**config.mk**
```make
export PLATFORM = sky130hd
export DESIGN_NAME = sob_grad
export DESIGN_NICKNAME = d
export VERILOG_FILES = /design/src/hw/rtl/sob_pkg.sv /design/src/hw/rtl/sob_grad.sv
export SDC_FILE = /design/constraint.sdc
export NUM_CORES = 1
export LEC_CHECK = 0
export ABC_AREA = 1
export BUFFER_PORTS_ARGS = -buffer_cell sky130_fd_sc_hd__buf_2
export CORE_ASPECT_RATIO = 0.7
export CORE_MARGIN = 5
export CORE_UTILIZATION = 45
export DETAILED_ROUTE_END_ITERATION = 6
export PLACE_DENSITY = 0.74
export SLEW_MARGIN = 20
export SYNTH_ARGS = -nofsm -noshare
export SYNTH_HDL_FRONTEND = slang
export SYNTH_SLANG_ARGS = --single-unit
```
**constraint.sdc**
```tcl
create_clock -name vclk -period 12.6
set_input_delay 0 -clock vclk [all_inputs]
set_output_delay 0 -clock vclk [all_outputs]
set_load 0.005 [all_outputs]
```
**src/hw/rtl/sob_pkg.sv**
```systemverilog
`timescale 1ns / 1ps
`default_nettype none
// ----------------------------------------------------------------------------
// sob_pkg
// shared types, sizes and register codes of the sobel edge magnitude block
// ----------------------------------------------------------------------------
package sob_pkg;

    localparam int MAX_WIDTH  = 1024;
    localparam int MAX_HEIGHT = 4096;

    localparam int PIX_W  = 8;
    localparam int COL_W  = $clog2(MAX_WIDTH);
    localparam int ROW_W  = $clog2(MAX_HEIGHT);
    localparam int FW_W   = 11;
    localparam int FH_W   = 13;
    localparam int DATA_W = 32;
    localparam int ADDR_W = 3;

    localparam logic [FW_W-1:0] FRAME_WIDTH_RST  = FW_W'(640);
    localparam logic [FH_W-1:0] FRAME_HEIGHT_RST = FH_W'(480);

    // register index, taken from paddr[2]
    localparam logic REG_FRAME_WIDTH  = 1'b0;
    localparam logic REG_FRAME_HEIGHT = 1'b1;

    // position of an emitted row or column relative to the interior one
    localparam logic [1:0] SEL_LOW  = 2'd0;
    localparam logic [1:0] SEL_MID  = 2'd1;
    localparam logic [1:0] SEL_HIGH = 2'd2;

    typedef struct packed {
        logic [PIX_W-1:0] mag;
        logic [ROW_W-1:0] row;
        logic [COL_W-1:0] col;
        logic [1:0]       row_start;
        logic [1:0]       row_end;
        logic [1:0]       col_start;
        logic [1:0]       col_end;
    } sob_job_t;

    function automatic logic [FW_W-1:0] eff_width(input logic [FW_W-1:0] fw);
        logic [FW_W-1:0] w;
        w = fw;
        if (fw < FW_W'(3))
            w = FW_W'(3);
        else if (fw > FW_W'(MAX_WIDTH))
            w = FW_W'(MAX_WIDTH);
        return w;
    endfunction

    function automatic logic [FH_W-1:0] eff_height(input logic [FH_W-1:0] fh);
        logic [FH_W-1:0] h;
        h = fh;
        if (fh < FH_W'(3))
            h = FH_W'(3);
        else if (fh > FH_W'(MAX_HEIGHT))
            h = FH_W'(MAX_HEIGHT);
        return h;
    endfunction

endpackage
`default_nettype wire

```
**src/hw/rtl/sob_grad.sv**
```systemverilog
`timescale 1ns / 1ps
`default_nettype none
// ----------------------------------------------------------------------------
// sob_grad
// 3x3 sobel kernel pair, |gx| + |gy| saturated to 8 bits
// ----------------------------------------------------------------------------
module sob_grad
    import sob_pkg::*;
(
    input  wire logic [PIX_W-1:0] t0,
    input  wire logic [PIX_W-1:0] t1,
    input  wire logic [PIX_W-1:0] t2,
    input  wire logic [PIX_W-1:0] m0,
    input  wire logic [PIX_W-1:0] m2,
    input  wire logic [PIX_W-1:0] b0,
    input  wire logic [PIX_W-1:0] b1,
    input  wire logic [PIX_W-1:0] b2,
    output logic      [PIX_W-1:0] mag
);

    localparam int SUM_W = PIX_W + 2;

    logic [SUM_W-1:0] top_sum;
    logic [SUM_W-1:0] bot_sum;
    logic [SUM_W-1:0] left_sum;
    logic [SUM_W-1:0] right_sum;
    logic [SUM_W-1:0] abs_gx;
    logic [SUM_W-1:0] abs_gy;
    logic [SUM_W:0]   total;

    always_comb
    begin
        top_sum   = SUM_W'(t0) + {1'b0, t1, 1'b0} + SUM_W'(t2);
        bot_sum   = SUM_W'(b0) + {1'b0, b1, 1'b0} + SUM_W'(b2);
        left_sum  = SUM_W'(t0) + {1'b0, m0, 1'b0} + SUM_W'(b0);
        right_sum = SUM_W'(t2) + {1'b0, m2, 1'b0} + SUM_W'(b2);
        abs_gx    = (bot_sum >= top_sum) ? (bot_sum - top_sum) : (top_sum - bot_sum);
        abs_gy    = (left_sum >= right_sum) ? (left_sum - right_sum) : (right_sum - left_sum);
        total     = {1'b0, abs_gx} + {1'b0, abs_gy};
        // clamp at full scale
        if (total > (SUM_W + 1)'(255))
            mag = '1;
        else
            mag = total[PIX_W-1:0];
    end

endmodule
`default_nettype wire

```
Word level (Yosys, flattened, before mapping). Cells that the tools add are included.

Bits of input ports: 64. Logic and storage cells: 19. Bits in registers: 0. Output and inout port bits: 8.

Add/subtract/negate cells: 13. Multiplexer cells: 3. $lt $le $gt $ge: 3.

Operator list (count): 10-bit by 8-bit adder with 10-bit output (4); 8-bit by 9-bit adder with 10-bit output (4); 10-bit subtractor (4); 10-bit >= comparator (2); 10-bit two-way mux (2); 10-bit by 10-bit adder with 11-bit output (1); 11-bit by 8-bit > comparator with 1-bit output, second input constant (1); 8-bit two-way mux (1).

Longest topological paths before layout. Gate-level depths: netlist of run 1.

Depth after elaboration: 7. Gate-level depth with buffers: 33. Gate-level depth less buffers: 33.

Least setup slack after synthesis of run 1. No wires, ideal clock.

Kind: input port to output port. From: input port t0[1]. To: output port mag[0]. Arrival: 4.218 ns. Slack: 8.382 ns. Cell stages on the path: 30. Data required time: 12.600 ns. Buffers on the path: 1. Path through: inv_1 > fa_1 > inv_1 > ha_1 > fa_1 > nand3_1 > nand3_1 > nand2_1 > nand2_1 > a21oi_1 > nand2_1 > nand2_1 > inv_1 > ha_1 > nand2_1 > nand2_1 > a21oi_1 > nand4_2 > buf_6 > nand2_1 > nand2_1 > fa_1 > nand3_1 > nand3_1 > nand2_1 > nand2_1 > nand2_1 > nand3_1 > nor2_2 > nand2_1.

Longest elaborated chain between the ends: 7. Elaborated cells between the ends (all ways): 15. Classes of those cells: add/sub: 9; order compare: 3; mux: 3.

Ends and longest elaborated chain: from (decl) (RTL line sob_grad.sv:10) `input wire logic [PIX_W-1:0] t0,`; 8-bit by 9-bit adder with 10-bit output, on equally long branches (RTL line sob_grad.sv:33, sob_grad.sv:35); 10-bit by 8-bit adder with 10-bit output, on equally long branches (RTL line sob_grad.sv:33, sob_grad.sv:35); 10-bit subtractor, or another cell as far along (RTL line sob_grad.sv:37) `abs_gx = (bot_sum >= top_sum) ? (bot_sum - top_sum) : (top_sum - bot_sum);`; 10-bit two-way mux, on equally long branches (RTL line sob_grad.sv:37, sob_grad.sv:38); 10-bit by 10-bit adder with 11-bit output (*) (RTL line sob_grad.sv:39) `total = {1'b0, abs_gx} + {1'b0, abs_gy};`; 11-bit by 8-bit > comparator with 1-bit output (RTL line sob_grad.sv:41) `if (total > (SUM_W + 1)'(255))`; 8-bit two-way mux (*) (RTL line sob_grad.sv:41); to (decl) (RTL line sob_grad.sv:18) `output logic [PIX_W-1:0] mag`.

Every way passes the cells marked *; elsewhere a longest branch is shown, timed or not.

Worst setup path in the final report of run 1.
From: input port t0[1]. To: output port mag[4].

Same word-level chain as after synthesis.

==> flow_summary.ini, run 1 <==
[detailed_routing]
vias_per_cell = 4.78
ant_nets = 0
drtPass1Iterations = 5
drt_iter0_markers = 360
drc_errors = 0
vias = 5069
routed_wl_um = 12900
route.detailed.wl_per_inst_um = 12.1

[critical_path]
crit_path_start = t0[1]
cp_slowest_cell = fa_1
crit_end = mag[4]
worst_setup_path_end_kind = primary output
crit_top_cell = nand2_1
criticalPathCategory = in2out
worst_path_dominant_cell_family = simple AND/OR/NAND/NOR gates
crit_required_ps = 12600
cp_num_buf_inv = 5
path_max_fanout = 14
startpoint_type = input pin
arrival_ps = 5180
max_stage_delay_ps = 560
cp.depth = 31

[min_path]
hp-class = in2out

[yosys]
avgSynthCellArea_um2 = 5.90
netlist_area_um2 = 4950
synthCells = 839
synth_cell_types = 25
ys_seq_area_share_pct = 0
synth_nets = 1024
yosys_warnings = 0

[flow_run]
drv_cap = 0

[finish]
layout-drive-gt1-share_pct = 9.70
ff_latch_area_um2 = 0
syn2layout_area_growth_pct = 10.5
fin_util_pct = 50.2
diodes = 0
flops_and_latches = 0
fillers = 1143
n_clock_buffer = 0
final_cell_mix = nand2_1 (275), inv_1 (207), ha_1 (84)
nNetsFinal = 1094
mostFrequentLayoutCell = nand2_1

[floorplan]
core_region_area_um2 = 10900
die_w_um = 135
dieArea_um2 = 13200
rows = 32
pin_count = 72
initial_core_util_pct = 45.4
die_h_um = 97.7

[placement]
place.gp.congestion = 0.935
dp_hpwl_um = 11700
io_buffers = 72

[sta]
hold_viol = 0
relSlewSlack_pct = 68.2
rsz0062_at_grt = no
tns_ps = 0
worst_pin_slew_ps = 476
drv_slew = 0
clock.fmax_mhz = 193
fin_hold_ws_ps = 903
setup_violations = 0
finalCriticalPeriod_ps = 5180
fin_crit_sh_pct = 41.1

[global_route]
track_usage_pct = 19.5
grt_max_degree = 15
grt_pass1_vias = 4688
grt-ovfl-total = 0
grt_pass1_wl_um = 21900
grt_antenna_before_repair = 0

[clock_network]
cts_resized = 0
cts_hold_buf = 0
cts_setup_buffers = 0

[run_status]
status = finished clean
## tightest hold or removal path, stage by stage
cell and delay, ps:
buf_2 120, ha_1 150, ha_1 260, inv_1 60, ha_1 140, inv_1 40
nand2_1 50, buf_2 100
## cell type report
cell class                      count  area, um2  share of cell area (%)
Multi-Input combinational cell    628       4140                    75.7
Tap cell                          153        191                    3.50
Inverter                          207        777                    14.2
Timing Repair Buffer               72        360                    6.59
## worst min path at each step
stage	startpoint	endpoint	slack [ps]	depth (start not counted)
finish	b2[0]	mag[0]	900	8
global route	b2[0]	mag[0]	950	8
CTS	b2[0]	mag[0]	900	8
detailed placement	b2[0]	mag[0]	900	8
global placement	b2[0]	mag[0]	900	8
floorplan	b2[0]	mag[0]	590	6
## routing by layer
layer  global-route usage [%]  up-vias  part of all wire (%)
li1                         -     2688                     -
met1                     32.0     2173                    52
met2                     28.4      196                    39
met3                    0.776       12                   7.8
met4                     2.87        0                   1.8
met5                        0        -                     0
## synth_stat cells, types with 5 or more instances
| library cell | instances | area share (%) |
|---|---|---|
| nand2_1 | 275 | 21 |
| inv_1 | 207 | 16 |
| ha_1 | 84 | 21 |
| nand3_1 | 61 | 6.2 |
| a21oi_1 | 46 | 4.7 |
| nor2_1 | 40 | 3.0 |
| fa_1 | 37 | 15 |
| xor2_1 | 25 | 4.4 |
| nand4_1 | 17 | 2.1 |
| xnor2_1 | 9 | 1.6 |
| nor2_2 | 6 | 0.76 |
| o21ai_0 | 5 | 0.51 |
## kinds of logic after synthesis
logic type	share of synthesized area, %
AO/OA/AOI/OAI	6.90
XOR/XNOR	6.02
adder cells (fa/ha/maj)	36.2
buffers and inverters	16.3
AND/OR/NAND/NOR	34.5
## metrics by stage
stage | worst slack, ps | std cells | cell area, um2
2_1_floorplan | 8380 | 839 | 4950
3_3_place_gp | 7530 | 1060 | 5470
3_5_place_dp | 7430 | 1060 | 5470
4_1_cts | 7420 | 1060 | 5470
5_1_grt | 6890 | 1060 | 5470
6_report | 7420 | 1060 | 5470
Power of run 1 is left out: the tool's default activity adds up to more than one toggle a clock period on the data nets, which glitch-free logic cannot reach.
==> run 2, diff against run 1 <==
--- a/config.mk
+++ b/config.mk
@@ -11,7 +11,7 @@
 export CORE_MARGIN = 5
 export CORE_UTILIZATION = 45
 export DETAILED_ROUTE_END_ITERATION = 6
-export PLACE_DENSITY = 0.74
+export PLACE_DENSITY = 0.77
 export SLEW_MARGIN = 20
 export SYNTH_ARGS = -nofsm -noshare
 export SYNTH_HDL_FRONTEND = slang
==> constraint.sdc (replaced) <==
create_clock -name vclk -period 4.5
set_input_delay 0 -clock vclk [all_inputs]
set_output_delay 0 -clock vclk [all_outputs]
set_load 0.005 [all_outputs]
==> flow_summary.ini, run 2 (synthesis results as in run 1) <==
[finish]
layout-drive-gt1-share_pct = 29.4
flops_and_latches = 0
final_cell_mix = nand2_1 (241), inv_1 (190), buf_2 (71)
syn2layout_area_growth_pct = 35.9
diodes = 0
nNetsFinal = 1170
n_clock_buffer = 0
mostFrequentLayoutCell = nand2_1
ff_latch_area_um2 = 0

[sta]
drv_slew = 0
worst_pin_slew_ps = 387
timing.final.ws_setup_ps = 76.4
setup_violations = 0
relSlewSlack_pct = 74.2
clock.fmax_mhz = 226
finalCriticalPeriod_ps = 4420
hold_viol = 0
fin_crit_sh_pct = 98.3
rsz0062_at_grt = yes

[floorplan]
initial_core_util_pct = 45.4
core_region_area_um2 = 10900
dieArea_um2 = 13200
rows = 32
die_w_um = 135
pin_count = 72
die_h_um = 97.7

[critical_path]
criticalPathCategory = in2out
path_max_fanout = 8
startpoint_type = input pin
cp_slowest_cell = fa_1
cp_num_buf_inv = 7
arrival_ps = 4420
worst_path_dominant_cell_family = simple AND/OR/NAND/NOR gates
crit_top_cell = nand2_1
crit_required_ps = 4500
worst_setup_path_end_kind = primary output
max_stage_delay_ps = 510

[global_route]
grt_pass1_vias = 5439
grt-ovfl-total = 0
grt_antenna_before_repair = 0
track_usage_pct = 21.7
grt_pass1_wl_um = 24300
grt_max_degree = 12

[clock_network]
cts_hold_buf = 0

[placement]
dp_slack_ps = -332
place.gp.congestion = 0.954
io_buffers = 72
dp_hpwl_um = 12500

[run_status]
status = finished clean

[detailed_routing]
routed_wl_um = 15200
drc_errors = 0
vias_per_cell = 4.90
vias = 5567
drt_iter0_markers = 304
drtPass1Iterations = 5
ant_nets = 0
route.detailed.wl_per_inst_um = 13.4

[min_path]
hp-class = in2out

[flow_run]
drv_cap = 0
## run 2: cell count changes in the layout (fill, tap and decap cells not counted), sizes merged
cell and delta:
buf +76
## run 2: layer usage
layer	vias up	share of wire, %	GRT usage, %
met1	2479	47	31.5
met2	212	46	35.9
met5	-	0	0
li1	2848	-	-
met4	0	1.9	3.33
met3	28	5.9	1.71
## run 2: metrics by stage
stage               setup TNS [ps]  hold WS [ps]  cell area (um2)  std cells  util (%)
finish                           0           899             6720       1136      61.7
floorplan                        0           590             4950        839         -
global route                 -1290           963             6720       1136      61.7
CTS                              0           881             6250       1127      57.4
global placement             -1890           882             5920       1119      54.4
detailed placement           -2540           880             5920       1119      54.4
## run 2: final timing paths
check                 start     end  cells past startpoint
worst min-delay path  t2[0]  mag[0]                      8
worst max-delay path  b0[1]  mag[2]                     35
## run 2: worst min-delay path: cells and delay by family
kind	cells	cell delay (ps)
AND/OR/NAND/NOR	1	50
buffers and inverters	4	310
adder cells (fa/ha/maj)	3	540
## run 2: cell type report
type,instances,area [um2]
fill,1015,4170
inverter,207,779
timing repair buffer,148,985
multi-input combinational,628,4770
tap,153,191
## run 2: repair_timing
item	in CTS	in global routing
cloned	1	1
gates resized for setup	55	105
endpoints found under the hold margin	0	0
endpoints found under the setup margin	8	8
pin swaps	30	64
setup buffers	8	9
Power of run 2 is left out for the same reason.
==> run 3, diff against run 2 <==
--- a/config.mk
+++ b/config.mk
@@ -7,8 +7,8 @@
 export LEC_CHECK = 0
 export ABC_AREA = 1
 export BUFFER_PORTS_ARGS = -buffer_cell sky130_fd_sc_hd__buf_2
+export CAP_MARGIN = 20
 export CORE_ASPECT_RATIO = 0.7
-export CORE_MARGIN = 5
 export CORE_UTILIZATION = 45
 export DETAILED_ROUTE_END_ITERATION = 6
 export PLACE_DENSITY = 0.77
==> flow_summary.ini, run 3 (synthesis results as in run 1) <==
[floorplan]
core_region_area_um2 = 10500
dieArea_um2 = 11400
initial_core_util_pct = 47.1
rows = 31
die_h_um = 89.7
pin_count = 72
die_w_um = 127

[sta]
timing.final.ws_setup_ps = -0.907
finalCriticalPeriod_ps = 4500
worst_pin_slew_ps = 416
setup_violations = 1
relSlewSlack_pct = 72.3
hold_viol = 0
clock.fmax_mhz = 222
drv_slew = 0
rsz0062_at_grt = yes
tns_ps = -0.907
fin_crit_sh_pct = 100

[global_route]
grt_antenna_before_repair = 0
grt_pass1_vias = 5179
track_usage_pct = 25.4
grt_max_degree = 14
grt-ovfl-total = 0
grt_pass1_wl_um = 24000

[critical_path]
crit_required_ps = 4500
path_max_fanout = 8
criticalPathCategory = in2out
crit_top_cell = nand2_1
cp_num_buf_inv = 12
max_stage_delay_ps = 460
startpoint_type = input pin
worst_path_dominant_cell_family = adder cells
worst_setup_path_end_kind = primary output
cp_slowest_cell = fa_1
arrival_ps = 4500

[finish]
mostFrequentLayoutCell = nand2_1
n_clock_buffer = 0
nNetsFinal = 1183
flops_and_latches = 0
diodes = 0
ff_latch_area_um2 = 0
final_cell_mix = nand2_1 (238), inv_1 (190), buf_4 (81)
syn2layout_area_growth_pct = 36.7
layout-drive-gt1-share_pct = 29.3
final_cells = 1144

[detailed_routing]
vias_per_cell = 4.99
drc_errors = 0
drtPass1Iterations = 6
ant_nets = 0
route.detailed.wl_per_inst_um = 13.4
vias = 5711
routed_wl_um = 15400
drt_iter0_markers = 426

[run_status]
violations = setup timing
status = complete, but fails checks

[placement]
io_buffers = 72
dp_cells = 1129
place.gp.congestion = 0.953
dp_hpwl_um = 12500

[flow_run]
drv_cap = 0

[min_path]
hp-class = in2out

[clock_network]
cts_hold_buf = 0
## run 3: cell count changes in the layout (fill, tap and decap cells not counted), sizes merged
cell	delta
buf	+12
clkbuf	+1
## run 3: timing repair
action / in CTS / in global routing
pin swaps: 13 / 67
gates resized for setup: 40 / 114
hold endpoints to repair: 0 / 0
gates cloned: 1 / 1
endpoints found under the setup margin: 8 / 8
buffers inserted: 3 / 10
## run 3: final timing paths
check	cells after the start	slack, ps	from	to
min	8	920	b2[0]	mag[0]
max	36	-0.9	m2[0]	mag[4]
## run 3: area by class of cell
cell class,count,area (um2)
Multi-Input combinational cell,628,4700
Fill cell,922,3750
Timing Repair Buffer,161,1090
Inverter,207,782
Tap cell,148,185
## run 3: routing by layer
layer	routed length, um	track usage, %
met3	1020	1.25
met4	261	2.68
met2	6900	40.7
met5	0	0
met1	7170	38.4
## run 3: through the flow
stage                     util, %  hold WS, ps  instance area (um2)  setup WS (ps)
after floorplan                 -          590                 4950            282
after global placement       57.4          889                 6030           -196
after global routing         64.3          990                 6760           -244
final                        64.3          916                 6760         -0.907
after CTS                    59.5          900                 6250           2.08
after detailed placement     57.4          899                 6030           -234
Power of run 3 is left out for the same reason.
