<file path="config.mk">
export PLATFORM = sky130hd
export DESIGN_NAME = sob_burst
export DESIGN_NICKNAME = d
export VERILOG_FILES = /design/src/hw/rtl/sob_pkg.sv /design/src/hw/rtl/sob_burst.sv
export SDC_FILE = /design/constraint.sdc
export NUM_CORES = 1
export LEC_CHECK = 0
export ABC_AREA = 1
export BUFFER_PORTS_ARGS = -buffer_cell sky130_fd_sc_hd__buf_2
export CAP_MARGIN = 0
export CORE_UTILIZATION = 53
export CTS_CLUSTER_DIAMETER = 120
export CTS_CLUSTER_SIZE = 14
export DETAILED_ROUTE_END_ITERATION = 8
export HOLD_SLACK_MARGIN = 0.03
export PLACE_DENSITY = 0.79
export SLEW_MARGIN = 20
export SYNTH_ARGS = -nofsm -noshare
export SYNTH_HDL_FRONTEND = slang
export SYNTH_SLANG_ARGS = --single-unit
</file>
<file path="constraint.sdc">
create_clock -name clk -period 2.8 [get_ports clk]
set_input_delay 0.28 -clock clk [delete_from_list [all_inputs] [get_ports clk]]
set_output_delay 0.28 -clock clk [all_outputs]
set_load 0.01 [all_outputs]
</file>
<file path="src/hw/rtl/sob_pkg.sv">
`timescale 1ns / 1ps
`default_nettype none
// ----------------------------------------------------------------------------
// sob_pkg
// shared types, sizes and register codes of the sobel edge magnitude block
// ----------------------------------------------------------------------------
package sob_pkg;

    localparam int MAX_WIDTH  = 1024;
    localparam int MAX_HEIGHT = 4096;

    localparam int PIX_W  = 8;
    localparam int COL_W  = $clog2(MAX_WIDTH);
    localparam int ROW_W  = $clog2(MAX_HEIGHT);
    localparam int FW_W   = 11;
    localparam int FH_W   = 13;
    localparam int DATA_W = 32;
    localparam int ADDR_W = 3;

    localparam logic [FW_W-1:0] FRAME_WIDTH_RST  = FW_W'(640);
    localparam logic [FH_W-1:0] FRAME_HEIGHT_RST = FH_W'(480);

    // register index, taken from paddr[2]
    localparam logic REG_FRAME_WIDTH  = 1'b0;
    localparam logic REG_FRAME_HEIGHT = 1'b1;

    // position of an emitted row or column relative to the interior one
    localparam logic [1:0] SEL_LOW  = 2'd0;
    localparam logic [1:0] SEL_MID  = 2'd1;
    localparam logic [1:0] SEL_HIGH = 2'd2;

    typedef struct packed {
        logic [PIX_W-1:0] mag;
        logic [ROW_W-1:0] row;
        logic [COL_W-1:0] col;
        logic [1:0]       row_start;
        logic [1:0]       row_end;
        logic [1:0]       col_start;
        logic [1:0]       col_end;
    } sob_job_t;

    function automatic logic [FW_W-1:0] eff_width(input logic [FW_W-1:0] fw);
        logic [FW_W-1:0] w;
        w = fw;
        if (fw < FW_W'(3))
            w = FW_W'(3);
        else if (fw > FW_W'(MAX_WIDTH))
            w = FW_W'(MAX_WIDTH);
        return w;
    endfunction

    function automatic logic [FH_W-1:0] eff_height(input logic [FH_W-1:0] fh);
        logic [FH_W-1:0] h;
        h = fh;
        if (fh < FH_W'(3))
            h = FH_W'(3);
        else if (fh > FH_W'(MAX_HEIGHT))
            h = FH_W'(MAX_HEIGHT);
        return h;
    endfunction

endpackage
`default_nettype wire

</file>
<file path="src/hw/rtl/sob_burst.sv">
`timescale 1ns / 1ps
`default_nettype none
// ----------------------------------------------------------------------------
// sob_burst
// expands one interior result into its border copies, with output register
// ----------------------------------------------------------------------------
module sob_burst
    import sob_pkg::*;
(
    input  wire logic             clk,
    input  wire logic             rst_n,
    input  wire logic             job_load,
    input  wire sob_job_t         job_in,
    output logic                  job_free,
    output logic                  out_valid,
    input  wire logic             out_ready,
    output logic      [ROW_W-1:0] out_row,
    output logic      [COL_W-1:0] out_col,
    output logic      [PIX_W-1:0] edge_value,
    output logic                  last_of_run,
    output logic                  frame_done
);

    sob_job_t         job_reg;
    logic             job_valid_reg;
    logic [1:0]       row_sel_reg;
    logic [1:0]       col_sel_reg;
    logic             out_valid_reg;
    logic [ROW_W-1:0] out_row_reg;
    logic [COL_W-1:0] out_col_reg;
    logic [PIX_W-1:0] edge_value_reg;
    logic             last_of_run_reg;
    logic             frame_done_reg;

    logic             out_load;
    logic             job_last;
    logic [ROW_W-1:0] row_value;
    logic [COL_W-1:0] col_value;

    always_comb
    begin
        out_load = job_valid_reg && (!out_valid_reg || out_ready);
        job_last = (row_sel_reg == job_reg.row_end) && (col_sel_reg == job_reg.col_end);
        job_free = !job_valid_reg || (out_load && job_last);
        unique case (row_sel_reg)
            SEL_LOW:  row_value = '0;
            SEL_MID:  row_value = job_reg.row;
            SEL_HIGH: row_value = job_reg.row + ROW_W'(1);
            default:  row_value = job_reg.row;
        endcase
        unique case (col_sel_reg)
            SEL_LOW:  col_value = '0;
            SEL_MID:  col_value = job_reg.col;
            SEL_HIGH: col_value = job_reg.col + COL_W'(1);
            default:  col_value = job_reg.col;
        endcase
    end

    always_ff @(posedge clk or negedge rst_n)
    begin
        if (!rst_n)
        begin
            job_valid_reg <= 1'b0;
            row_sel_reg   <= SEL_MID;
            col_sel_reg   <= SEL_MID;
        end
        else if (job_load)
        begin
            job_valid_reg <= 1'b1;
            row_sel_reg   <= job_in.row_start;
            col_sel_reg   <= job_in.col_start;
        end
        else if (out_load)
        begin
            if (job_last)
            begin
                job_valid_reg <= 1'b0;
            end
            else if (col_sel_reg == job_reg.col_end)
            begin
                col_sel_reg <= job_reg.col_start;
                row_sel_reg <= row_sel_reg + 2'd1;
            end
            else
            begin
                col_sel_reg <= col_sel_reg + 2'd1;
            end
        end
    end

    always_ff @(posedge clk)
    begin
        if (job_load)
        begin
            job_reg <= job_in;
        end
    end

    always_ff @(posedge clk or negedge rst_n)
    begin
        if (!rst_n)
        begin
            out_valid_reg <= 1'b0;
        end
        else if (out_load)
        begin
            out_valid_reg <= 1'b1;
        end
        else if (out_ready)
        begin
            out_valid_reg <= 1'b0;
        end
    end

    always_ff @(posedge clk)
    begin
        if (out_load)
        begin
            out_row_reg     <= row_value;
            out_col_reg     <= col_value;
            edge_value_reg  <= job_reg.mag;
            last_of_run_reg <= job_last;
            // only the bottom-right copy can sit on the last row and column
            frame_done_reg  <= (row_sel_reg == SEL_HIGH) && (col_sel_reg == SEL_HIGH);
        end
    end

    assign out_valid   = out_valid_reg;
    assign out_row     = out_row_reg;
    assign out_col     = out_col_reg;
    assign edge_value  = edge_value_reg;
    assign last_of_run = last_of_run_reg;
    assign frame_done  = frame_done_reg;

endmodule
`default_nettype wire

</file>
==> Yosys cells after proc, flatten, opt, wreduce, memory -nomap -nowiden <==
Cells that the tools add are included.
{ "classes": {"add_sub_neg": 4, "eq_ne": 5, "n_mux": 15, "reduce_logical": 17} }
{ "op_table": {"columns": ["cell", "n"], "rows": [
  ["one-hot mux 12 bit (2 select lines)", 1],
  ["one-hot mux 10 bit (2 select lines)", 1],
  ["two-way mux 2 bit", 8],
  ["adder 12 x 1 -> 12 bit (second input constant)", 1],
  ["adder 10 x 1 -> 10 bit (second input constant)", 1],
  ["nonzero test 2 bit", 4],
  ["two-way mux 1 bit", 5],
  ["adder 2 x 1 -> 2 bit (second input constant)", 2],
  ["equality test 2 bit", 2],
  ["equality test 2 bit (second input constant)", 2],
  ["logical AND 1 bit", 4],
  ["logical NOT 2 bit", 2],
  ["AND reduction 2 bit", 2],
  ["AND reduction 3 bit", 1],
  ["logical NOT 1 bit", 2],
  ["logical OR 1 bit", 2],
  ["inequality test 2 bit (second input constant)", 1]
]} }
{ "totals": {"register_bits": 74, "in_bits": 42, "out_inout_bits": 34, "elab_cells": 56} }

==> Logic depth before layout (Yosys ltp) <==
Gate-level depths: netlist of the first run.
{ "logic_depth": {"word_depth": 5, "ltp_mapped": 10, "depth_no_buf": 10} }

==> Worst setup path before layout of the first run <==
Ideal clock, no wire load.
{ "synth_path": {"kind": "register to register", "from": "register out_valid_reg (netlist: out_valid)", "to": "register row_sel_reg[1]", "setup_ns": 0.065, "arrival_ns": 2.519, "required_time_ns": 2.735, "path_slack_ns": 0.216, "path_stages_with_launch": 8, "synth_period_minus_slack_ns": 2.584, "cell_sequence": "dfrtp_1 > nand2_1 > inv_1 > nor2_1 > nand3_1 > nand2_1 > nand2_1 > nand2_1"} }
{ "synth_between": {"elab_chain_len": 5} }
{ "synth_lines": {"columns": ["item", "line_no", "source"], "rows": [
  ["from (decl)", "sob_burst.sv:28", "logic out_valid_reg;"],
  ["from (signal assigned)", "sob_burst.sv:103", "out_valid_reg <= 1'b0;"],
  ["from (signal assigned)", "sob_burst.sv:107", "out_valid_reg <= 1'b1;"],
  ["from (signal assigned)", "sob_burst.sv:111", "out_valid_reg <= 1'b0;"],
  ["logical NOT 1 bit", "sob_burst.sv:42", "out_load = job_valid_reg && (!out_valid_reg || out_ready);"],
  ["logical OR 1 bit", "sob_burst.sv:42", null],
  ["logical AND 1 bit", "sob_burst.sv:42", null],
  ["net out_load", "sob_burst.sv:35", "logic out_load;"],
  ["nonzero test 2 bit (no line)", null, null],
  ["AND reduction 3 bit (no line)", null, null],
  ["to (signal assigned)", "sob_burst.sv:70", "row_sel_reg <= job_in.row_start;"],
  ["to (signal assigned)", "sob_burst.sv:82", "row_sel_reg <= row_sel_reg + 2'd1;"],
  ["to (decl)", "sob_burst.sv:26", "logic [1:0] row_sel_reg;"]
]} }
The timed path passes the listed nets, and every way through them passes these cells.
A chain may end at the register's enable or synchronous reset.

==> Worst setup path in the final report of the first run <==
{ "layout_path": {"from": "register row_sel_reg[0]", "to": "output port job_free"} }
{ "layout_between": {"elab_chain_len": 4} }
{ "layout_lines": {"columns": ["item", "line_no", "source"], "rows": [
  ["equality test 2 bit", "sob_burst.sv:43", "job_last = (row_sel_reg == job_reg.row_end) && (col_sel_reg == job_reg.col_end);"],
  ["logical AND 1 bit", "sob_burst.sv:43", null],
  ["logical AND 1 bit", "sob_burst.sv:44", "job_free = !job_valid_reg || (out_load && job_last);"],
  ["logical OR 1 bit", "sob_burst.sv:44", null],
  ["to (decl)", "sob_burst.sv:14", "output logic job_free,"]
]} }
Every way passes these cells.

==> results by group, run 1 <==
Run status
  – Status: finished clean

Synth
  – Xor-xnor portion of the synthesized cell area: 0.278%
  – Syn_nets: 323
  – Synth Area in Simple Gates: 16.6%
  – Avg Cell Area, Syn: 11.5 sq um
  – Post-Syn Area: 3150 sq um
  – Synth Area in Compound Gates: 5.71%
  – Post-synthesis cell type count: 30
  – Synth Register Bits: 74
  – Share of Yosys cell area claimed by the top area cell type: 64.8%
  – Post-synthesis mux area share: 0%
  – Synth area leaders: edfxtp_1, nand2_1, inv_1, dfrtp_1, nand3_1
  – Seq/Total Area, Yosys: 69.6%
  – Synth warn: 0
  – Combinational family with the most area after synthesis: simple AND/OR/NAND/NOR gates
  – FFs w/ async S/R, synth: 8.11%
  – Mapped Cells: 275
  – Adder-Cell Fraction of Synth Area: 2.38%
  – Post-synth top area cell: edfxtp_1
  – Main synth FF type: edfxtp_1
  – Number of synthesized flops with an enable pin: 68

CTS
  – Clock-pin slew on the worst setup and hold paths: 0.07 ns
  – Post-CTS Setup Inserts: 0
  – Sink Count: 74
  – Longest Clk Path Bufs: 2
  – Worst skew pair latency: 0.34 ns
  – H-tree depth: 3
  – CTS Buf Count: 9
  – Post-cts resize count: 0
  – CTS tree: yes
  – Root Buffer: clkbuf_8

Setup path
  – Critical Path, Cell by Cell: inv_2 > nand2_1 > nand2_1 > nor2_1 > nand2_2 > o21ai_2 > buf_2
  – Crit path largest cell delay: 0.56 ns
  – Worst endpoint required time: 2.52 ns
  – Crit start category: flop
  – CP dominant cell by count: nand2_1
  – Slowest cell on crit path: dfstp_2
  – Critical path arrival: 1.61 ns
  – Crit-path leading delay family: flip-flops
  – Crit Path Max Fanout: 4
  – WP buf/inv: 2
  – CP Capture Type: output port
  – Critical Setup Path Class: flop to output port

Place
  – Final GP Congestion: 0.887
  – Number of buffers added on ports: 75
  – HPWL Detailed: 4170 um

Power and ir drop
  – Logic gate share of total power: 18.5%
  – Clk pwr share: 30.3%
  – Maximum VDD drop: 0.392 mV
  – Overall Power: 2.82 mW
  – Pint: 2.07 mW
  – Leakage: 1.76 nW
  – P_sw: 0.755 mW
  – Pwr per Cell Area: 733 nW/um^2
  – Sequential Power Share: 51.2%
  – Sw Share: 26.8%

Routing
  – Post-route ant nets: 0
  – Pre-antenna DRT Iters: 5
  – Initial DRC Count: 104
  – Detailed Route WL: 5640 um
  – Per-cell routed wire length: 12.9 um
  – DR vias: 2194
  – # DRC: 0
  – Vias per std cell: 5.01

Cells and area
  – Commonest non-fill, non-tap cell in the layout: nand2_1
  – Final core utilization: 68.6%
  – Sequential Area: 2190 sq um
  – FILL cells: 436
  – Area grow syn2layout: 22.0%
  – Share of layout cells above drive strength 1: 32.2%
  – Most frequent cells in the layout: nand2_1, buf_2, edfxtp_1, inv_1, nand3_1
  – Multi-input logic area: 795 sq um
  – N_diodes: 0
  – Max reg flops: 36
  – Count of nets after finishing: 410

Min path
  – Hold Crit Class: input port to flop

GRT
  – Initial antenna violation count: 0
  – First-pass GRT wire length: 9150 um
  – Grt total ovfl: 0
  – Vias in the first global route: 2089
  – Overall routing resource usage: 20.1%
  – Pin count of the biggest net entering global routing: 25

Flow run
  – Max Cap Viol: 0

STA
  – Setup Skew: 0.00348 ns
  – Unrepaired setup endpoints after global routing: false
  – Setup violators final: 0
  – FMAX: 529 MHz
  – Worst slew pin tran: 0.674 ns
  – Fin Setup TNS: 0 ns
  – Final period utilization: 67.5%
  – Endpoints failing hold: 0
  – Rel. slew slack: 55.0%
  – Tmin final: 1.89 ns
  – Slew Viols, Final: 0
  – Final hold slack: 0.107 ns

Floorplanning
  – Total core area: 5610 sq um
  – # rows: 27
  – I/O pin total: 76
  – Die width: 79.1 um
  – Die Area: 6260 sq um
  – Initial core utilization: 56.2%
  – Die Ht: 79.1 um
==> through the flow <==
stage	instances	worst slack, ns	instance area [sq um]
floorplan	275	0.216	3150
global placement	422	1.11	3630
detailed placement	422	1.07	3630
CTS	438	0.899	3850
global route	438	0.778	3850
finish	438	0.910	3850
==> Yosys cell counts (5+ instances only) <==
library cell,n
nor2_1,9
ha_1,6
o21ai_0,12
edfxtp_1,68
o21ai_1,5
nand2_1,76
nand3_1,17
inv_1,35
inv_2,7
nand2_2,6
a21oi_1,5
==> final timing paths <==
path | cells after the start | start | endpoint | slack [ns]
max in group asynchronous | 2 | rst_n | row_sel_reg[0] | 2.28
worst max-delay path | 7 | row_sel_reg[0] | job_free | 0.91
worst min-delay path | 1 | job_in[23] | job_reg[23] | 0.11
min in group asynchronous | 2 | rst_n | out_valid | 0.29
worst max register to register | 7 | row_sel_reg[0] | out_row[3] | 1.02
worst min register to register | 0 | job_reg[31] | edge_value[1] | 0.42
==> what timing repair did <==
action,CTS,global route
setup endpoints to repair,0,0
hold buffers,1,0
hold endpoints to repair,6,0
==> power by group through the flow <==
stage / clock, mW / sequential, mW / combinational, mW
after global routing: 0.913 / 1.46 / 0.585
after CTS: 0.875 / 1.45 / 0.523
final: 0.854 / 1.45 / 0.521
after detailed placement: 0 / 1.47 / 0.513
after global placement: 0 / 1.46 / 0.493
after floorplan: 0 / 1.50 / 0.284
==> per-layer routing <==
layer  GRT usage [%]  wire length (um)  up-vias  part of all wire, %
met3            6.78               388       11                  6.9
met4            9.82               122        0                  2.2
met2            34.5              2950       85                   52
met5               0                 0        -                    0
met1            22.2              2180     1000                   39
li1                -                 -     1098                    -
==> cell families after synthesis <==
| group | Yosys count |
|---|---|
| xor gates and xnor gates | 1 |
| adders and majority gates | 6 |
| buffers and inverters | 45 |
| AOI/OAI and AO/OA | 31 |
| DFF | 74 |
| and+or+nand+nor | 118 |
==> worst register-to-register path: stages (launching register included) <==
cell and delay, ns:
dfstp_2 0.56, inv_2 0.05, ha_1 0.32, nor2_1 0.18, inv_1 0.10, a21oi_1 0.18, a21o_1 0.11, inv_1 0.04
==> final cells by class <==
class,instances,share of cell area (%)
repair buffers,78,10.4
clock inverters,6,2.15
well taps,72,2.34
flip-flops and latches,74,57.0
inverters,43,4.20
multi-input cells,156,20.7
clock buffers,9,3.22
No activity file was read; power rests on OpenSTA's default activity.
==> run 2: changes to the inputs <==
--- a/config.mk
+++ b/config.mk
@@ -5,15 +5,15 @@
 export SDC_FILE = /design/constraint.sdc
 export NUM_CORES = 1
 export LEC_CHECK = 0
-export ABC_AREA = 1
+export ABC_AREA = 0
 export BUFFER_PORTS_ARGS = -buffer_cell sky130_fd_sc_hd__buf_2
 export CAP_MARGIN = 0
-export CORE_UTILIZATION = 53
+export CORE_UTILIZATION = 48
 export CTS_CLUSTER_DIAMETER = 120
 export CTS_CLUSTER_SIZE = 14
 export DETAILED_ROUTE_END_ITERATION = 8
 export HOLD_SLACK_MARGIN = 0.03
-export PLACE_DENSITY = 0.79
+export PLACE_DENSITY = 0.76
 export SLEW_MARGIN = 20
 export SYNTH_ARGS = -nofsm -noshare
 export SYNTH_HDL_FRONTEND = slang
==> constraint.sdc (replaced) <==
create_clock -name clk -period 1.5 [get_ports clk]
set_input_delay 0.15 -clock clk [delete_from_list [all_inputs] [get_ports clk]]
set_output_delay 0.15 -clock clk [all_outputs]
set_load 0.01 [all_outputs]
==> results by group, run 2 <==
Synth
  – Post-synthesis cell type count: 37
  – Post-synthesis mux area share: 1.60%
  – Adder-Cell Fraction of Synth Area: 2.40%
  – Syn_nets: 273
  – Post-synth top area cell: edfxtp_1
  – Seq/Total Area, Yosys: 70.2%
  – Synth Area in Compound Gates: 6.68%
  – Most frequent cell after synthesis: edfxtp_1
  – Share of Yosys cell area claimed by the top area cell type: 65.3%
  – Synth Register Bits: 74
  – Most instantiated cells after synthesis: edfxtp_1, nand2_1, nand2b_1, inv_1, xnor2_1
  – Synth Area in Simple Gates: 11.6%
  – Synth warn: 0
  – Post-Syn Area: 3130 sq um
  – Avg Cell Area, Syn: 13.9 sq um
  – Number of synthesized flops with an enable pin: 68
  – Combinational family with the most area after synthesis: simple AND/OR/NAND/NOR gates
  – Synth area leaders: edfxtp_1, xnor2_1, dfrtp_1, nand2_1, nand2b_1
  – Mapped Cells: 225
  – Main synth FF type: edfxtp_1
  – FFs w/ async S/R, synth: 8.11%
  – Xor-xnor portion of the synthesized cell area: 5.32%

CTS
  – Worst skew pair latency: 0.36 ns
  – Longest Clk Path Bufs: 2
  – Sink Count: 74
  – CTS tree: yes
  – CTS Buf Count: 9
  – Root Buffer: clkbuf_8
  – Clock-pin slew on the worst setup and hold paths: 0.08 ns
  – H-tree depth: 3

Run status
  – Failing checks: negative setup slack
  – Status: finished, violations left

STA
  – FMAX: 538 MHz
  – Tmin final: 1.86 ns
  – Setup violators final: 22
  – Final hold slack: 0.124 ns
  – Final period utilization: 124%
  – Worst slew pin tran: 0.464 ns
  – Setup ws final: -0.360 ns
  – Endpoints failing hold: 0
  – Setup Skew: 0.0131 ns
  – Rel. slew slack: 69.1%
  – Unrepaired setup endpoints after global routing: true
  – Slew Viols, Final: 0

GRT
  – Initial antenna violation count: 0
  – Grt total ovfl: 0
  – Pin count of the biggest net entering global routing: 22
  – Vias in the first global route: 2233
  – Overall routing resource usage: 22.0%
  – First-pass GRT wire length: 10600 um

Routing
  – Initial DRC Count: 196
  – Per-cell routed wire length: 16.1 um
  – # DRC: 0
  – Detailed Route WL: 7430 um
  – Vias per std cell: 5.17
  – DR vias: 2387
  – Post-route ant nets: 0
  – Pre-antenna DRT Iters: 4

Cells and area
  – Count of nets after finishing: 428
  – Area grow syn2layout: 49.3%
  – Share of layout cells above drive strength 1: 39.7%
  – N_diodes: 0
  – Max reg flops: 36
  – Commonest non-fill, non-tap cell in the layout: buf_2
  – Most frequent cells in the layout: buf_2, edfxtp_1, dlygate4sd3_1, buf_4, nand2_1

Power and ir drop
  – Overall Power: 5.83 mW
  – Maximum VDD drop: 1.01 mV
  – Pwr per Cell Area: 1250 nW/um^2
  – Leakage: 1.97 nW

Min path
  – Hold Crit Class: input port to flop
  – Min-delay src: out_ready
  – Hold Path Stages: 3
  – Hold path endpoint: out_valid

Setup path
  – CP Capture Type: output port
  – Worst endpoint required time: 1.35 ns
  – R2R cell count: 7
  – Crit start category: flop
  – Worst r2r src: col_sel_reg[1]
  – Slowest cell on crit path: dfrtp_1
  – Crit Path Max Fanout: 5
  – FF-to-FF End: col_sel_reg[1]
  – Critical Path, Cell by Cell: xnor2_1 > nand4_1 > o21ai_2 > buf_2
  – Critical Setup Path Class: flop to output port
  – Critical path arrival: 1.71 ns
  – Crit path largest cell delay: 0.45 ns
  – Flop-to-flop setup slack: -0.23 ns

Place
  – HPWL Detailed: 3950 um
  – Number of buffers added on ports: 75
  – Final GP Congestion: 0.806

Floorplanning
  – Total core area: 6310 sq um
  – I/O pin total: 76
  – Die Ht: 82.7 um
  – Die width: 82.7 um
  – Die Area: 6840 sq um
  – Initial core utilization: 49.5%
  – # rows: 29

Flow run
  – Max Cap Viol: 0
run 2: worst max path at each step:
stage	start	cells past startpoint	slack, ns	endpoint
detailed placement	col_sel_reg[0]	6	-0.11	out_col[7]
global placement	row_sel_reg[0]	5	-0.06	out_row[11]
CTS	col_sel_reg[0]	4	-0.19	job_free
floorplan	out_valid	5	-0.02	col_sel_reg[0]
global route	col_sel_reg[1]	4	-0.39	job_free
finish	col_sel_reg[1]	4	-0.36	job_free
run 2: final cells by class:
| class | instances | area, sq um |
|---|---|---|
| Sequential cell | 74 | 2190 |
| Fill cell | 405 | 1640 |
| Timing Repair Buffer | 149 | 1070 |
| Multi-Input combinational cell | 132 | 1000 |
| Clock buffer | 9 | 124 |
| Clock inverter | 7 | 124 |
| Tap cell | 77 | 96.3 |
| Inverter | 14 | 56.3 |
run 2: per-layer routing:
metal,global-route usage (%),share of wire (%),vias up
met1,24.3,39,1148
met2,38.9,54,91
met4,10.7,2.7,0
met5,0,0,-
li1,-,-,1128
met3,6.15,4.1,20
run 2: repair_timing:
action,in CTS,in global routing
hold buffers,39,0
endpoints found under the setup margin,20,24
hold endpoints to repair,44,0
pin swaps,7,10
resized for setup,11,17
buffers inserted,7,3
run 2: worst max-delay path: cells and delay by family (launching register included):
family / cells / cell delay (ns)
flip-flops: 1 / 0.45
buffers and inverters: 1 / 0.15
AO/OA/AOI/OAI: 1 / 0.19
AND/OR/NAND/NOR: 1 / 0.24
XOR/XNOR: 1 / 0.32
run 2: cells by family after synthesis:
group / count (synthesis)
flops: 74
simple gates: 70
buf+inv: 19
compound gates: 32
fa+ha+maj: 6
mux: 5
xor+xnor: 19
run 2: power breakdown:
part / switching [mW] / leakage, nW / internal [mW] / total [mW]
Combinational: 0.608 / 1.11 / 0.626 / 1.23
Clock: 0.804 / 0.120 / 1.12 / 1.92
Sequential: 0.123 / 0.734 / 2.55 / 2.68
run 2: per-stage QoR:
stage	setup WS [ns]	cell area [sq um]	cells	utilization, %	TNS, ns
final	-0.360	4670	462	74.0	-2.20
after global routing	-0.393	4670	462	74.0	-3.68
after CTS	-0.194	4560	459	72.2	-0.900
after detailed placement	-0.107	3820	397	60.5	-0.736
after global placement	-0.0555	3820	397	60.5	-0.311
after floorplan	-0.0242	3160	225	-	-0.0456
==> run 3: changes to the inputs <==
--- a/config.mk
+++ b/config.mk
@@ -8,6 +8,7 @@
 export ABC_AREA = 0
 export BUFFER_PORTS_ARGS = -buffer_cell sky130_fd_sc_hd__buf_2
 export CAP_MARGIN = 0
+export CORE_ASPECT_RATIO = 1.25
 export CORE_UTILIZATION = 48
 export CTS_CLUSTER_DIAMETER = 120
 export CTS_CLUSTER_SIZE = 14
==> results by group, run 3 (synthesis gave the netlist of run 2 again) <==
Run status
  – Status: finished, violations left
  – Failing checks: negative setup slack

Setup path
  – CP Capture Type: output port
  – Critical Setup Path Class: flop to output port
  – Crit Path Max Fanout: 4
  – Crit path largest cell delay: 0.49 ns
  – Crit start category: flop
  – Slowest cell on crit path: edfxtp_1
  – Worst r2r src: row_sel_reg[0]
  – Crit path from: job_reg[0]
  – Critical Path, Cell by Cell: xnor2_2 > nand4_1 > o21ai_2 > buf_2
  – Worst endpoint required time: 1.35 ns
  – Critical path arrival: 1.69 ns

Routing
  – Vias per std cell: 5.03
  – DR vias: 2340
  – Pre-antenna DRT Iters: 4
  – Post-route ant nets: 0
  – Per-cell routed wire length: 16.0 um
  – # DRC: 0
  – Initial DRC Count: 193
  – Detailed Route WL: 7450 um

Place
  – Placed cells: 403
  – Placed cell area: 3790 sq um
  – Final GP Congestion: 0.880
  – Number of buffers added on ports: 75
  – HPWL Detailed: 3950 um

Min path
  – Hold Crit Class: input port to flop
  – Min-delay src: job_in[6]

GRT
  – First-pass GRT wire length: 10500 um
  – Vias in the first global route: 2323
  – Pin count of the biggest net entering global routing: 24
  – Overall routing resource usage: 21.3%
  – Grt total ovfl: 0
  – Initial antenna violation count: 0

CTS
  – Clock-pin slew on the worst setup and hold paths: 0.08 ns
  – Sink Count: 74
  – CTS tree: yes
  – Worst skew pair latency: 0.35 ns
  – H-tree depth: 3
  – CTS Buf Count: 9
  – Root Buffer: clkbuf_8
  – Longest Clk Path Bufs: 2

Floorplanning
  – Total core area: 6250 sq um
  – Die Area: 6850 sq um
  – Die Ht: 92.3 um
  – Initial core utilization: 50.1%
  – I/O pin total: 76
  – Die width: 74.2 um
  – # rows: 32

STA
  – Setup ws final: -0.339 ns
  – FMAX: 544 MHz
  – Rel. slew slack: 67.5%
  – Slew Viols, Final: 0
  – Unrepaired setup endpoints after global routing: true
  – Tmin final: 1.84 ns
  – Worst slew pin tran: 0.488 ns
  – Setup Skew: 0.00833 ns
  – Setup violators final: 8
  – Fin Setup TNS: -1.29 ns
  – Endpoints failing hold: 0
  – Final period utilization: 123%
  – Final hold slack: 0.0709 ns

Cells and area
  – Count of nets after finishing: 423
  – Commonest non-fill, non-tap cell in the layout: buf_2
  – Final instance area: 4680 sq um
  – Max reg flops: 36
  – N_diodes: 0
  – Share of layout cells above drive strength 1: 43.4%
  – Area grow syn2layout: 49.6%
  – Most frequent cells in the layout: buf_2, edfxtp_1, dlygate4sd3_1, buf_4, nand2_1
  – Fin cells: 465

Power and ir drop
  – Maximum VDD drop: 0.862 mV
  – Pwr per Cell Area: 1160 nW/um^2
  – P_sw: 1.50 mW
  – Leakage: 1.96 nW
  – Overall Power: 5.45 mW
  – Sw Share: 27.6%
  – Pint: 3.94 mW
  – Logic gate share of total power: 23.1%
  – Clk pwr share: 27.6%
  – Sequential Power Share: 49.3%

Flow run
  – Max Cap Viol: 0
[run 3: cell type report]
class,count,area [sq um]
inverter,14,63.8
tap,85,106
multi-input combinational,132,1110
timing repair buffer,144,1020
clock buffer,10,128
sequential,74,2200
fill,400,1570
clock inverter,6,57.6
[run 3: power groups by stage]
stage                     clock network (mW)  registers [mW]  logic (mW)
after floorplan                            0            2.77       0.452
after global placement                     0            2.69       0.892
after detailed placement                   0            2.70       0.916
after CTS                               1.48            2.66        1.09
after global routing                    1.58            2.71        1.36
final                                   1.50            2.69        1.26
[run 3: what timing repair did]
| item | CTS | global route |
|---|---|---|
| buffers inserted | 8 | 4 |
| hold endpoints to repair | 43 | 0 |
| endpoints found under the setup margin | 14 | 28 |
| pin swaps | 5 | 17 |
| hold buffers | 38 | 0 |
| resized for setup | 16 | 48 |
[run 3: final timing paths]
kind | end | slack, ns | cells after the start
setup / recovery | job_free | -0.34 | 4
hold / removal | row_sel_reg[0] | 0.07 | 3
setup reg to reg | row_sel_reg[1] | -0.25 | 5
hold reg to reg | edge_value[0] | 0.42 | 0
max in group asynchronous | col_sel_reg[0] | 1.09 | 2
min in group asynchronous | row_sel_reg[1] | 0.18 | 2
[run 3: worst max-delay path, delay by kind of cell, from the launching register on]
kind / cells / cell delay [ns]
AOI/OAI and AO/OA: 1 / 0.20
DFF: 1 / 0.49
xor gates and xnor gates: 1 / 0.26
buffers and inverters: 1 / 0.16
and+or+nand+nor: 1 / 0.24
[run 3: metal layers]
metal / up-vias / GRT usage (%) / part of all wire (%)
met2: 89 / 36.1 / 55
met4: 0 / 13.6 / 2.4
met5: - / 0 / 0
met1: 1111 / 23.4 / 37
li1: 1123 / - / -
met3: 17 / 4.95 / 5.5
[run 3: stage by stage]
stage	setup slack [ns]	util (%)
global route	-0.398	74.9
detailed placement	-0.0832	60.6
global placement	-0.0451	60.6
CTS	-0.196	71.8
floorplan	-0.0242	-
finish	-0.339	74.9
